--- config.mk ---
export PLATFORM = sky130hd
export DESIGN_NAME = can_receive_message_table
export DESIGN_NICKNAME = d
export VERILOG_FILES = /design/src/rtl/can_rmt_pkg.sv /design/src/rtl/can_rmt_ctrl.sv /design/src/rtl/can_rmt_dp.sv /design/src/rtl/can_receive_message_table.sv
export SDC_FILE = /design/constraint.sdc
export NUM_CORES = 2
export LEC_CHECK = 0
export ABC_AREA = 1
export BUFFER_PORTS_ARGS = -buffer_cell sky130_fd_sc_hd__buf_2
export CAP_MARGIN = 15
export CORE_MARGIN = 2
export CORE_UTILIZATION = 40
export DETAILED_ROUTE_END_ITERATION = 16
export PLACE_DENSITY_LB_ADDON = 0.3
export SYNTH_ARGS = -nofsm -noshare
export SYNTH_HDL_FRONTEND = slang
export SYNTH_SLANG_ARGS = --single-unit
--- constraint.sdc ---
create_clock -name clk -period 16.6 [get_ports clk]
set_clock_uncertainty 0.1 [all_clocks]
set_input_delay 2.49 -clock clk [delete_from_list [all_inputs] [get_ports clk]]
set_output_delay 2.49 -clock clk [all_outputs]
set_load 0.005 [all_outputs]
--- src/rtl/can_rmt_pkg.sv ---
// Shared types and constants for the CAN receive message table.
package can_rmt_pkg;

  localparam int TABLE_ENTRIES = 16;
  localparam int IDX_W = (TABLE_ENTRIES > 1) ? $clog2(TABLE_ENTRIES) : 1;
  localparam int CNT_W = $clog2(TABLE_ENTRIES + 1);

  localparam int KIND_W = 2;
  localparam int IDENT_W = 29;
  localparam int PAYLOAD_W = 64;
  localparam int SLOT_W = 4;
  localparam int SUB_W = 8;
  localparam int COUNT_W = 32;
  localparam int LIMIT_W = 5;

  localparam int CFG_INDEX_W = 1;
  localparam int CFG_DATA_W = 29;

  localparam logic [IDENT_W-1:0] MUX_IDENT_RESET = 29'h180;

  typedef enum logic [KIND_W-1:0] {
    KIND_FRAME = 2'd0,
    KIND_LOAD  = 2'd1,
    KIND_READ  = 2'd2
  } kind_t;

  typedef enum logic [CFG_INDEX_W-1:0] {
    REG_MUX_IDENT      = 1'b0,
    REG_ENTRIES_IN_USE = 1'b1
  } reg_index_t;

  typedef enum logic [2:0] {
    ST_IDLE,
    ST_SCAN,
    ST_LOAD,
    ST_READ_FETCH,
    ST_READ_DONE,
    ST_IGNORE
  } state_t;

  typedef enum logic [2:0] {
    RES_NONE,
    RES_FRAME,
    RES_LOAD,
    RES_READ,
    RES_ZERO
  } result_sel_t;

  typedef struct packed {
    logic        capture;
    logic        read_scan;
    logic        read_slot;
    logic        update;
    logic        load;
    result_sel_t result;
  } cmd_t;

  typedef struct packed {
    logic hit;
    logic scan_more;
  } status_t;

endpackage

--- src/rtl/can_rmt_ctrl.sv ---
// Sequencer for the CAN receive message table: decodes requests and steps the search.
module can_rmt_ctrl (
  input  logic                            clk,
  input  logic                            rst,
  input  logic                            start,
  input  logic [can_rmt_pkg::KIND_W-1:0]  kind,
  input  can_rmt_pkg::status_t            status,
  output can_rmt_pkg::cmd_t               cmd,
  output logic                            busy
);

  can_rmt_pkg::state_t state, state_next;

  always_ff @(posedge clk) begin
    if (rst) begin
      state <= can_rmt_pkg::ST_IDLE;
    end else begin
      state <= state_next;
    end
  end

  always_comb begin
    state_next = state;
    case (state)
      can_rmt_pkg::ST_IDLE: begin
        if (start) begin
          case (can_rmt_pkg::kind_t'(kind))
            can_rmt_pkg::KIND_FRAME: state_next = can_rmt_pkg::ST_SCAN;
            can_rmt_pkg::KIND_LOAD:  state_next = can_rmt_pkg::ST_LOAD;
            can_rmt_pkg::KIND_READ:  state_next = can_rmt_pkg::ST_READ_FETCH;
            default:                 state_next = can_rmt_pkg::ST_IGNORE;
          endcase
        end
      end
      can_rmt_pkg::ST_SCAN: begin
        if (status.hit || !status.scan_more) begin
          state_next = can_rmt_pkg::ST_IDLE;
        end
      end
      can_rmt_pkg::ST_READ_FETCH: state_next = can_rmt_pkg::ST_READ_DONE;
      can_rmt_pkg::ST_LOAD,
      can_rmt_pkg::ST_READ_DONE,
      can_rmt_pkg::ST_IGNORE:     state_next = can_rmt_pkg::ST_IDLE;
      default:                    state_next = can_rmt_pkg::ST_IDLE;
    endcase
  end

  always_comb begin
    cmd = '{capture: 1'b0, read_scan: 1'b0, read_slot: 1'b0, update: 1'b0,
            load: 1'b0, result: can_rmt_pkg::RES_NONE};
    busy = 1'b1;
    case (state)
      can_rmt_pkg::ST_IDLE: begin
        busy = 1'b0;
        cmd.capture = start;
      end
      can_rmt_pkg::ST_SCAN: begin
        // Fetch the next entry while comparing the one fetched last cycle.
        cmd.read_scan = status.scan_more && !status.hit;
        cmd.update = status.hit;
        if (status.hit || !status.scan_more) begin
          cmd.result = can_rmt_pkg::RES_FRAME;
        end
      end
      can_rmt_pkg::ST_LOAD: begin
        cmd.load = 1'b1;
        cmd.result = can_rmt_pkg::RES_LOAD;
      end
      can_rmt_pkg::ST_READ_FETCH: cmd.read_slot = 1'b1;
      can_rmt_pkg::ST_READ_DONE:  cmd.result = can_rmt_pkg::RES_READ;
      can_rmt_pkg::ST_IGNORE:     cmd.result = can_rmt_pkg::RES_ZERO;
      default:                    busy = 1'b1;
    endcase
  end

endmodule

--- src/rtl/can_rmt_dp.sv ---
// Datapath for the CAN receive message table: config registers, entry store, compare, results.
module can_rmt_dp (
  input  logic                                 clk,
  input  logic                                 rst,
  input  logic                                 cfg_write,
  input  logic [can_rmt_pkg::CFG_INDEX_W-1:0]  cfg_index,
  input  logic [can_rmt_pkg::CFG_DATA_W-1:0]   cfg_data,
  input  logic [can_rmt_pkg::IDENT_W-1:0]      ident,
  input  logic                                 extended,
  input  logic [can_rmt_pkg::PAYLOAD_W-1:0]    payload,
  input  logic [can_rmt_pkg::SLOT_W-1:0]       slot,
  input  logic [can_rmt_pkg::SUB_W-1:0]        sub_register,
  input  can_rmt_pkg::cmd_t                    cmd,
  output can_rmt_pkg::status_t                 status,
  output logic                                 done,
  output logic                                 matched,
  output logic [can_rmt_pkg::SLOT_W-1:0]       match_slot,
  output logic [can_rmt_pkg::IDENT_W-1:0]      read_ident,
  output logic                                 read_extended,
  output logic [can_rmt_pkg::SUB_W-1:0]        read_sub_register,
  output logic [can_rmt_pkg::PAYLOAD_W-1:0]    read_payload,
  output logic                                 read_fresh,
  output logic [can_rmt_pkg::COUNT_W-1:0]      read_count
);

  localparam int N = can_rmt_pkg::TABLE_ENTRIES;

  logic [can_rmt_pkg::IDENT_W-1:0]   mux_ident;
  logic [can_rmt_pkg::LIMIT_W-1:0]   entries_in_use;

  logic [can_rmt_pkg::IDENT_W-1:0]   item_ident;
  logic                              item_ext;
  logic [can_rmt_pkg::PAYLOAD_W-1:0] item_payload;
  logic [can_rmt_pkg::SLOT_W-1:0]    item_slot;
  logic [can_rmt_pkg::SUB_W-1:0]     item_sub;

  logic [can_rmt_pkg::CNT_W-1:0]     scan_idx;
  logic [can_rmt_pkg::IDX_W-1:0]     cmp_idx;
  logic                              cmp_valid;

  logic [can_rmt_pkg::IDENT_W-1:0]   mem_ident   [N];
  logic                              mem_type    [N];
  logic [can_rmt_pkg::SUB_W-1:0]     mem_sub     [N];
  logic [can_rmt_pkg::PAYLOAD_W-1:0] mem_payload [N];
  logic [can_rmt_pkg::COUNT_W-1:0]   mem_count   [N];
  logic [N-1:0]                      valid;
  logic [N-1:0]                      fresh;

  logic [can_rmt_pkg::IDENT_W-1:0]   rd_ident;
  logic                              rd_type;
  logic [can_rmt_pkg::SUB_W-1:0]     rd_sub;
  logic [can_rmt_pkg::PAYLOAD_W-1:0] rd_payload;
  logic [can_rmt_pkg::COUNT_W-1:0]   rd_count;

  logic [can_rmt_pkg::CNT_W-1:0]     limit;
  logic [can_rmt_pkg::IDX_W-1:0]     item_idx;
  logic                              slot_ok;
  logic                              load_en;
  logic                              wr_en;
  logic [can_rmt_pkg::IDX_W-1:0]     wr_addr;
  logic [can_rmt_pkg::IDX_W-1:0]     rd_addr;
  logic                              rd_en;
  logic [can_rmt_pkg::PAYLOAD_W-1:0] wr_payload;
  logic [can_rmt_pkg::COUNT_W-1:0]   wr_count;
  logic [can_rmt_pkg::COUNT_W-1:0]   hit_count;
  logic                              ident_eq;
  logic                              hit;

  always_ff @(posedge clk) begin
    if (rst) begin
      mux_ident <= can_rmt_pkg::MUX_IDENT_RESET;
      entries_in_use <= '0;
    end else if (cfg_write) begin
      case (can_rmt_pkg::reg_index_t'(cfg_index))
        can_rmt_pkg::REG_MUX_IDENT:      mux_ident <= cfg_data;
        can_rmt_pkg::REG_ENTRIES_IN_USE: entries_in_use <= cfg_data[can_rmt_pkg::LIMIT_W-1:0];
        default: ;
      endcase
    end
  end

  always_ff @(posedge clk) begin
    if (cmd.capture) begin
      item_ident <= ident;
      item_ext <= extended;
      item_payload <= payload;
      item_slot <= slot;
      item_sub <= sub_register;
    end
  end

  always_ff @(posedge clk) begin
    if (rst) begin
      scan_idx <= '0;
      cmp_valid <= 1'b0;
    end else begin
      cmp_valid <= cmd.read_scan;
      if (cmd.capture) begin
        scan_idx <= '0;
      end else if (cmd.read_scan) begin
        scan_idx <= scan_idx + 1'b1;
      end
    end
  end

  always_ff @(posedge clk) begin
    if (cmd.read_scan) begin
      cmp_idx <= scan_idx[can_rmt_pkg::IDX_W-1:0];
    end
  end

  // Saturate the search length at the table size.
  assign limit = (32'(entries_in_use) > N) ? can_rmt_pkg::CNT_W'(N)
                                           : can_rmt_pkg::CNT_W'(entries_in_use);
  assign item_idx = can_rmt_pkg::IDX_W'(item_slot);
  assign slot_ok = 32'(item_slot) < N;
  assign load_en = cmd.load && slot_ok;

  assign ident_eq = rd_ident == item_ident;
  assign hit = cmp_valid && ident_eq &&
               ((item_ident == mux_ident) ? (rd_sub == item_payload[can_rmt_pkg::SUB_W-1:0])
                                          : (rd_type == item_ext));
  assign status.hit = hit;
  assign status.scan_more = scan_idx < limit;

  assign hit_count = (valid[cmp_idx] ? rd_count : '0) + 1'b1;
  assign wr_en = load_en || cmd.update;
  assign wr_addr = cmd.load ? item_idx : cmp_idx;
  assign wr_payload = cmd.load ? '0 : item_payload;
  assign wr_count = cmd.load ? '0 : hit_count;
  assign rd_en = cmd.read_scan || cmd.read_slot;
  assign rd_addr = cmd.read_scan ? scan_idx[can_rmt_pkg::IDX_W-1:0] : item_idx;

  always_ff @(posedge clk) begin
    if (load_en) begin
      mem_ident[item_idx] <= item_ident;
      mem_type[item_idx] <= item_ext;
      mem_sub[item_idx] <= item_sub;
    end
    if (rd_en) begin
      rd_ident <= mem_ident[rd_addr];
      rd_type <= mem_type[rd_addr];
      rd_sub <= mem_sub[rd_addr];
    end
  end

  always_ff @(posedge clk) begin
    if (wr_en) begin
      mem_payload[wr_addr] <= wr_payload;
      mem_count[wr_addr] <= wr_count;
    end
    if (rd_en) begin
      rd_payload <= mem_payload[rd_addr];
      rd_count <= mem_count[rd_addr];
    end
  end

  always_ff @(posedge clk) begin
    if (rst) begin
      valid <= '0;
      fresh <= '0;
    end else if (wr_en) begin
      valid[wr_addr] <= 1'b1;
      fresh[wr_addr] <= cmd.update;
    end
  end

  always_ff @(posedge clk) begin
    if (rst) begin
      done <= 1'b0;
    end else begin
      done <= cmd.result != can_rmt_pkg::RES_NONE;
    end
  end

  always_ff @(posedge clk) begin
    case (cmd.result)
      can_rmt_pkg::RES_FRAME: begin
        matched <= hit;
        match_slot <= hit ? can_rmt_pkg::SLOT_W'(cmp_idx) : '0;
        read_ident <= '0;
        read_extended <= 1'b0;
        read_sub_register <= '0;
        read_payload <= '0;
        read_fresh <= 1'b0;
        read_count <= '0;
      end
      can_rmt_pkg::RES_LOAD: begin
        matched <= slot_ok;
        match_slot <= slot_ok ? item_slot : '0;
        read_ident <= '0;
        read_extended <= 1'b0;
        read_sub_register <= '0;
        read_payload <= '0;
        read_fresh <= 1'b0;
        read_count <= '0;
      end
      can_rmt_pkg::RES_READ: begin
        matched <= slot_ok;
        match_slot <= slot_ok ? item_slot : '0;
        read_ident <= slot_ok ? rd_ident : '0;
        read_extended <= slot_ok && rd_type;
        read_sub_register <= slot_ok ? rd_sub : '0;
        read_payload <= (slot_ok && valid[item_idx]) ? rd_payload : '0;
        read_fresh <= slot_ok && fresh[item_idx];
        read_count <= (slot_ok && valid[item_idx]) ? rd_count : '0;
      end
      can_rmt_pkg::RES_ZERO: begin
        matched <= 1'b0;
        match_slot <= '0;
        read_ident <= '0;
        read_extended <= 1'b0;
        read_sub_register <= '0;
        read_payload <= '0;
        read_fresh <= 1'b0;
        read_count <= '0;
      end
      default: ;
    endcase
  end

endmodule

--- src/rtl/can_receive_message_table.sv ---
// Top level of the CAN receive message table: sequencer plus entry datapath.
//
// The block keeps sixteen entries of expected CAN frames and takes one request
// at a time: start is honored when busy is low. A received frame (kind 0) walks
// the entries from zero up to entries_in_use (saturated at sixteen), one entry
// fetched per cycle from the entry store while the entry fetched the cycle before
// is compared; the first hit stores the payload, sets fresh and bumps the count
// in that same cycle and stops the walk. The entry store has a single read port. A
// load writes the slot in its load state, a read fetches the slot and then picks its
// result, and an unknown kind returns zeros. The next request can be accepted in
// the cycle that done is high. Results show for exactly one cycle with done and
// cannot be held off, so the receiver must take them as they come. No clearing
// pass is needed after reset: per-entry valid bits make unloaded entries read with
// zero payload and count. The user must write configuration through cfg_write,
// cfg_index and cfg_data only while the block is idle; the block does not enforce it.
module can_receive_message_table (
  input  logic                                 clk,
  input  logic                                 rst,
  input  logic                                 start,
  output logic                                 busy,
  input  logic [can_rmt_pkg::KIND_W-1:0]       kind,
  input  logic [can_rmt_pkg::IDENT_W-1:0]      ident,
  input  logic                                 extended,
  input  logic [can_rmt_pkg::PAYLOAD_W-1:0]    payload,
  input  logic [can_rmt_pkg::SLOT_W-1:0]       slot,
  input  logic [can_rmt_pkg::SUB_W-1:0]        sub_register,
  input  logic                                 cfg_write,
  input  logic [can_rmt_pkg::CFG_INDEX_W-1:0]  cfg_index,
  input  logic [can_rmt_pkg::CFG_DATA_W-1:0]   cfg_data,
  output logic                                 done,
  output logic                                 matched,
  output logic [can_rmt_pkg::SLOT_W-1:0]       match_slot,
  output logic [can_rmt_pkg::IDENT_W-1:0]      read_ident,
  output logic                                 read_extended,
  output logic [can_rmt_pkg::SUB_W-1:0]        read_sub_register,
  output logic [can_rmt_pkg::PAYLOAD_W-1:0]    read_payload,
  output logic                                 read_fresh,
  output logic [can_rmt_pkg::COUNT_W-1:0]      read_count
);

  can_rmt_pkg::cmd_t    cmd;
  can_rmt_pkg::status_t status;

  // Sequence each request: decode kind, walk entries, pick the result.
  can_rmt_ctrl u_ctrl (
    .clk    (clk),
    .rst    (rst),
    .start  (start),
    .kind   (kind),
    .status (status),
    .cmd    (cmd),
    .busy   (busy)
  );

  // Hold the config registers, entry store and the registered result.
  can_rmt_dp u_dp (
    .clk               (clk),
    .rst               (rst),
    .cfg_write         (cfg_write),
    .cfg_index         (cfg_index),
    .cfg_data          (cfg_data),
    .ident             (ident),
    .extended          (extended),
    .payload           (payload),
    .slot              (slot),
    .sub_register      (sub_register),
    .cmd               (cmd),
    .status            (status),
    .done              (done),
    .matched           (matched),
    .match_slot        (match_slot),
    .read_ident        (read_ident),
    .read_extended     (read_extended),
    .read_sub_register (read_sub_register),
    .read_payload      (read_payload),
    .read_fresh        (read_fresh),
    .read_count        (read_count)
  );

`ifndef SYNTHESIS
  a_accept_goes_busy: assert property (@(posedge clk) disable iff (rst)
    start && !busy |=> busy)
    else $error("accepted request did not make the block busy");

  a_done_follows_busy: assert property (@(posedge clk) disable iff (rst)
    done |-> $past(busy))
    else $error("result strobe without a request in progress");

  a_done_single: assert property (@(posedge clk) disable iff (rst)
    done |=> !done)
    else $error("result strobe on two cycles in a row");

  a_miss_slot_zero: assert property (@(posedge clk) disable iff (rst)
    done && !matched |-> match_slot == '0)
    else $error("slot reported without a match");
`endif

endmodule
==> results_dict.tcl <==
set metrics [dict create \
    status "complete, no violations" \
    final_net_count 10240 \
    diodes 0 \
    grt_pass1_vias 72310 \
    ys_warn_count 0 \
    multiInputGateArea_um2 26000 \
    p_leak_nw 49.21 \
    htree_num_levels 5 \
    p_per_area_nw_per_um2 125.8 \
    wl_um 314500 \
    worstHoldStart "u_dp.valid[1]" \
    final_common_cell "edfxtp_1" \
    grt_pass1_wl_um 465300 \
    place_ws_ps 9213 \
    max_stage_delay_ps 900 \
    criticalPathCategory "reg2reg" \
    vias_per_cell 5.335 \
    place_hpwl_um 157100 \
    cts_max_path_buffers 4 \
    ys.flop_type "edfxtp_1" \
    period_minus_slack_ps 7496 \
    crit_arrival_ps 8030 \
    syn-num-nets 10140 \
    drt_iter0_drc 8468 \
    reg2reg_to "u_dp.rd_count[15]" \
    cts_resized 0 \
    gp_congestion 0.8878 \
    holdPathStages 2 \
    root_buffer "clkbuf_16" \
    cts-hold-fix-buffers 0 \
    layout_common_cells "edfxtp_1, nand2_1, nand3_1" \
    ff2ff_path_depth 17 \
    die-area_um2 282100 \
    swShare 0.2604 \
    drive_gt1_frac 0.08435 \
    via_count 74790 \
    fp-row-count 193 \
    cp_max_fo 111 \
    rr_startpoint "u_dp.entries_in_use[0]" \
    portBuffers 283 \
    io_pins 284 \
    ys_async_sr_fraction 0 \
    fmax_mhz 133.4 \
    synth_edf_count 2528 \
    track_usage 0.2180 \
    final.setup.tns_ps 0 \
    final.setup.worst_slack_ps 9104 \
    area_delta_synth_final_pct 12.36 \
    insertion_delay_ps 920 \
    drt.antenna.violating_nets 0 \
    cts_made_buffers 288 \
    grt_max_degree 191 \
    cts_tree "built" \
    crit_chain "o41ai_1 > nand2_1 > ha_1 > a21oi_1 > o21ai_0 > a21oi_1 > nand3_4 > nand2_8 > buf_4 > buf_4 > buf_4 > buf_4 > nand3b_1 > nand3_1 > nand3_1 > nand3_1 > nand2_1" \
    die-height_um 531.1 \
    start_kind "flip-flop" \
    crit_top_cell "buf_4" \
    start_util 0.4020 \
    ys_seq_area_frac 0.6967 \
    die_w_um 531.1 \
    regArea_um2 77430 \
    finalCritPeriodShare 0.4516 \
    maxSlewViolCount 0 \
    internal_power_w 0.01162 \
    cts_setup_buffers 0 \
    rsz0062_at_grt "false" \
    critical_path_required_ps 17130 \
    switching_power_w 0.004090 \
    pwr-share-clk 0.403 \
    hold_viol 0 \
    syn_avg_cell_area_um2 11.13 \
    r2r_slack_ps 9100 \
    yosysUniqueCellTypes 45 \
    synthCells 9990 \
    holdPathEnd "u_dp.valid[1]" \
    drc 0 \
    ir_worst_vdd_uv 79.80 \
    maxSlewHeadroom 0.2175 \
    fp.coreArea_um2 276500 \
    synth_area_um2 111100 \
    worst_pin_slew_ps 1165 \
    slowest_stage "buf_4" \
    num-fill-cells 25020 \
    overflow 0 \
    endpoint_kind "flip-flop" \
    setup_viol 0 \
    combPwrFrac 0.115 \
    seq_power_share 0.482 \
    wl_per_cell_um 22.43 \
    drt_pass1_iterations 7 \
    maxCapViolations 0 \
    cts.sinks 2604 \
    ys_ff_latch 2604 \
    clk_pin_slew_ps 60 \
    hold_class "reg2reg" \
    antenna_found_initial 3 \
]
[metal layers]
layer  share of wire  track usage  vias to the layer above
li1                -            -                    34090
met1            0.42       0.3012                    36850
met2            0.47       0.3570                     3220
met3           0.072      0.02511                      623
met4           0.032      0.07442                        4
met5        0.000079            0                        -
[flip-flops by register name (all words and copies together) (netlist names), 16 cells and up]
register and count:
u_dp.mem_ident 464, u_dp.rd_ident 29, u_dp.valid 16, u_dp.rd_count 32, u_dp.rd_payload 64, u_dp.read_payload 64
u_dp.mem_sub 128, u_dp.item_ident 29, u_dp.mux_ident 29, u_dp.fresh 16, u_dp.item_payload 64, u_dp.read_count 32
u_dp.mem_type 16, u_dp.mem_payload 1024, u_dp.read_ident 29, u_dp.mem_count 512
[stage by stage]
step | cells | total power (W) | area, um2 | utilization | hold slack (ps)
6_report | 14020 | 0.01571 | 124900 | 0.4517 | 371.4
5_1_grt | 14020 | 0.01625 | 124900 | 0.4517 | 386.3
4_1_cts | 14020 | 0.01581 | 124900 | 0.4516 | 373.4
3_5_place_dp | 13500 | 0.009504 | 115600 | 0.4181 | 359.7
3_3_place_gp | 13500 | 0.009482 | 115600 | 0.4181 | 354.0
2_1_floorplan | 9990 | 0.008891 | 111100 | - | 340.3
[power by group through the flow]
stage / sequential, W / clock, W / combinational, W
finish: 0.00757 / 0.00633 / 0.00180
global placement: 0.00770 / 0 / 0.00178
CTS: 0.00757 / 0.00643 / 0.00181
detailed placement: 0.00771 / 0 / 0.00180
floorplan: 0.00767 / 0 / 0.00122
global route: 0.00758 / 0.00668 / 0.00200
[how the worst max path moves through the flow]
| stage | slack (ps) | startpoint | cells past startpoint | to |
|---|---|---|---|---|
| floorplan | 7490 | u_dp.item_ident[27] | 12 | u_dp.mem_count[0][0] |
| global placement | 9390 | u_dp.entries_in_use[0] | 17 | u_dp.rd_count[21] |
| detailed placement | 9210 | u_dp.entries_in_use[0] | 17 | u_dp.rd_count[15] |
| CTS | 9210 | u_dp.entries_in_use[0] | 17 | u_dp.rd_count[15] |
| global route | 8630 | u_dp.entries_in_use[0] | 17 | u_dp.rd_count[15] |
| finish | 9100 | u_dp.entries_in_use[0] | 17 | u_dp.rd_count[15] |
[synth_stat cells (5+ instances only)]
master / n / area share
a22oi_1: 5 / 0.00034
nand3_1: 2181 / 0.098
clkbuf_1: 117 / 0.0040
nor3_1: 28 / 0.0013
inv_2: 8 / 0.00027
buf_6: 15 / 0.0015
a21oi_1: 56 / 0.0025
xnor2_1: 22 / 0.0017
inv_1: 1313 / 0.044
a211oi_1: 7 / 0.00047
dfxtp_1: 76 / 0.014
buf_4: 32 / 0.0022
nand2_1: 2184 / 0.074
o221ai_1: 6 / 0.00047
nand4_1: 9 / 0.00051
nor2_1: 351 / 0.012
ha_1: 8 / 0.00090
edfxtp_1: 2528 / 0.68
o21ai_0: 73 / 0.0033
xor2_1: 31 / 0.0024
buf_2: 410 / 0.018
nand3b_1: 458 / 0.031
buf_1: 31 / 0.0010
[cells by family after synthesis]
logic type                 count (synthesis)  share of synthesized area
adders and majority gates                  8                  0.0009006
xor gates and xnor gates                  53                   0.004176
DFF                                     2604                     0.6967
AOI/OAI and AO/OA                        172                   0.008747
and+or+nand+nor                         5226                     0.2177
buffers and inverters                   1927                    0.07179
[worst max-delay path: cells and delay by family (launching register included)]
kind / cells / cell delay [ps]
adder cells (fa/ha/maj): 1 / 320
flip-flops: 1 / 330
AO/OA/AOI/OAI: 4 / 1200
buffers and inverters: 4 / 3190
AND/OR/NAND/NOR: 8 / 1680
[cell type report]
| class | count | share of cell area |
|---|---|---|
| tap | 3705 | 0.03712 |
| clock inverter | 149 | 0.01286 |
| timing repair buffer | 413 | 0.02036 |
| multi-input combinational | 5459 | 0.2082 |
| clock buffer | 367 | 0.06119 |
| inverter | 1322 | 0.04024 |
| sequential | 2604 | 0.6200 |
(Power assumes the default switching activity.)
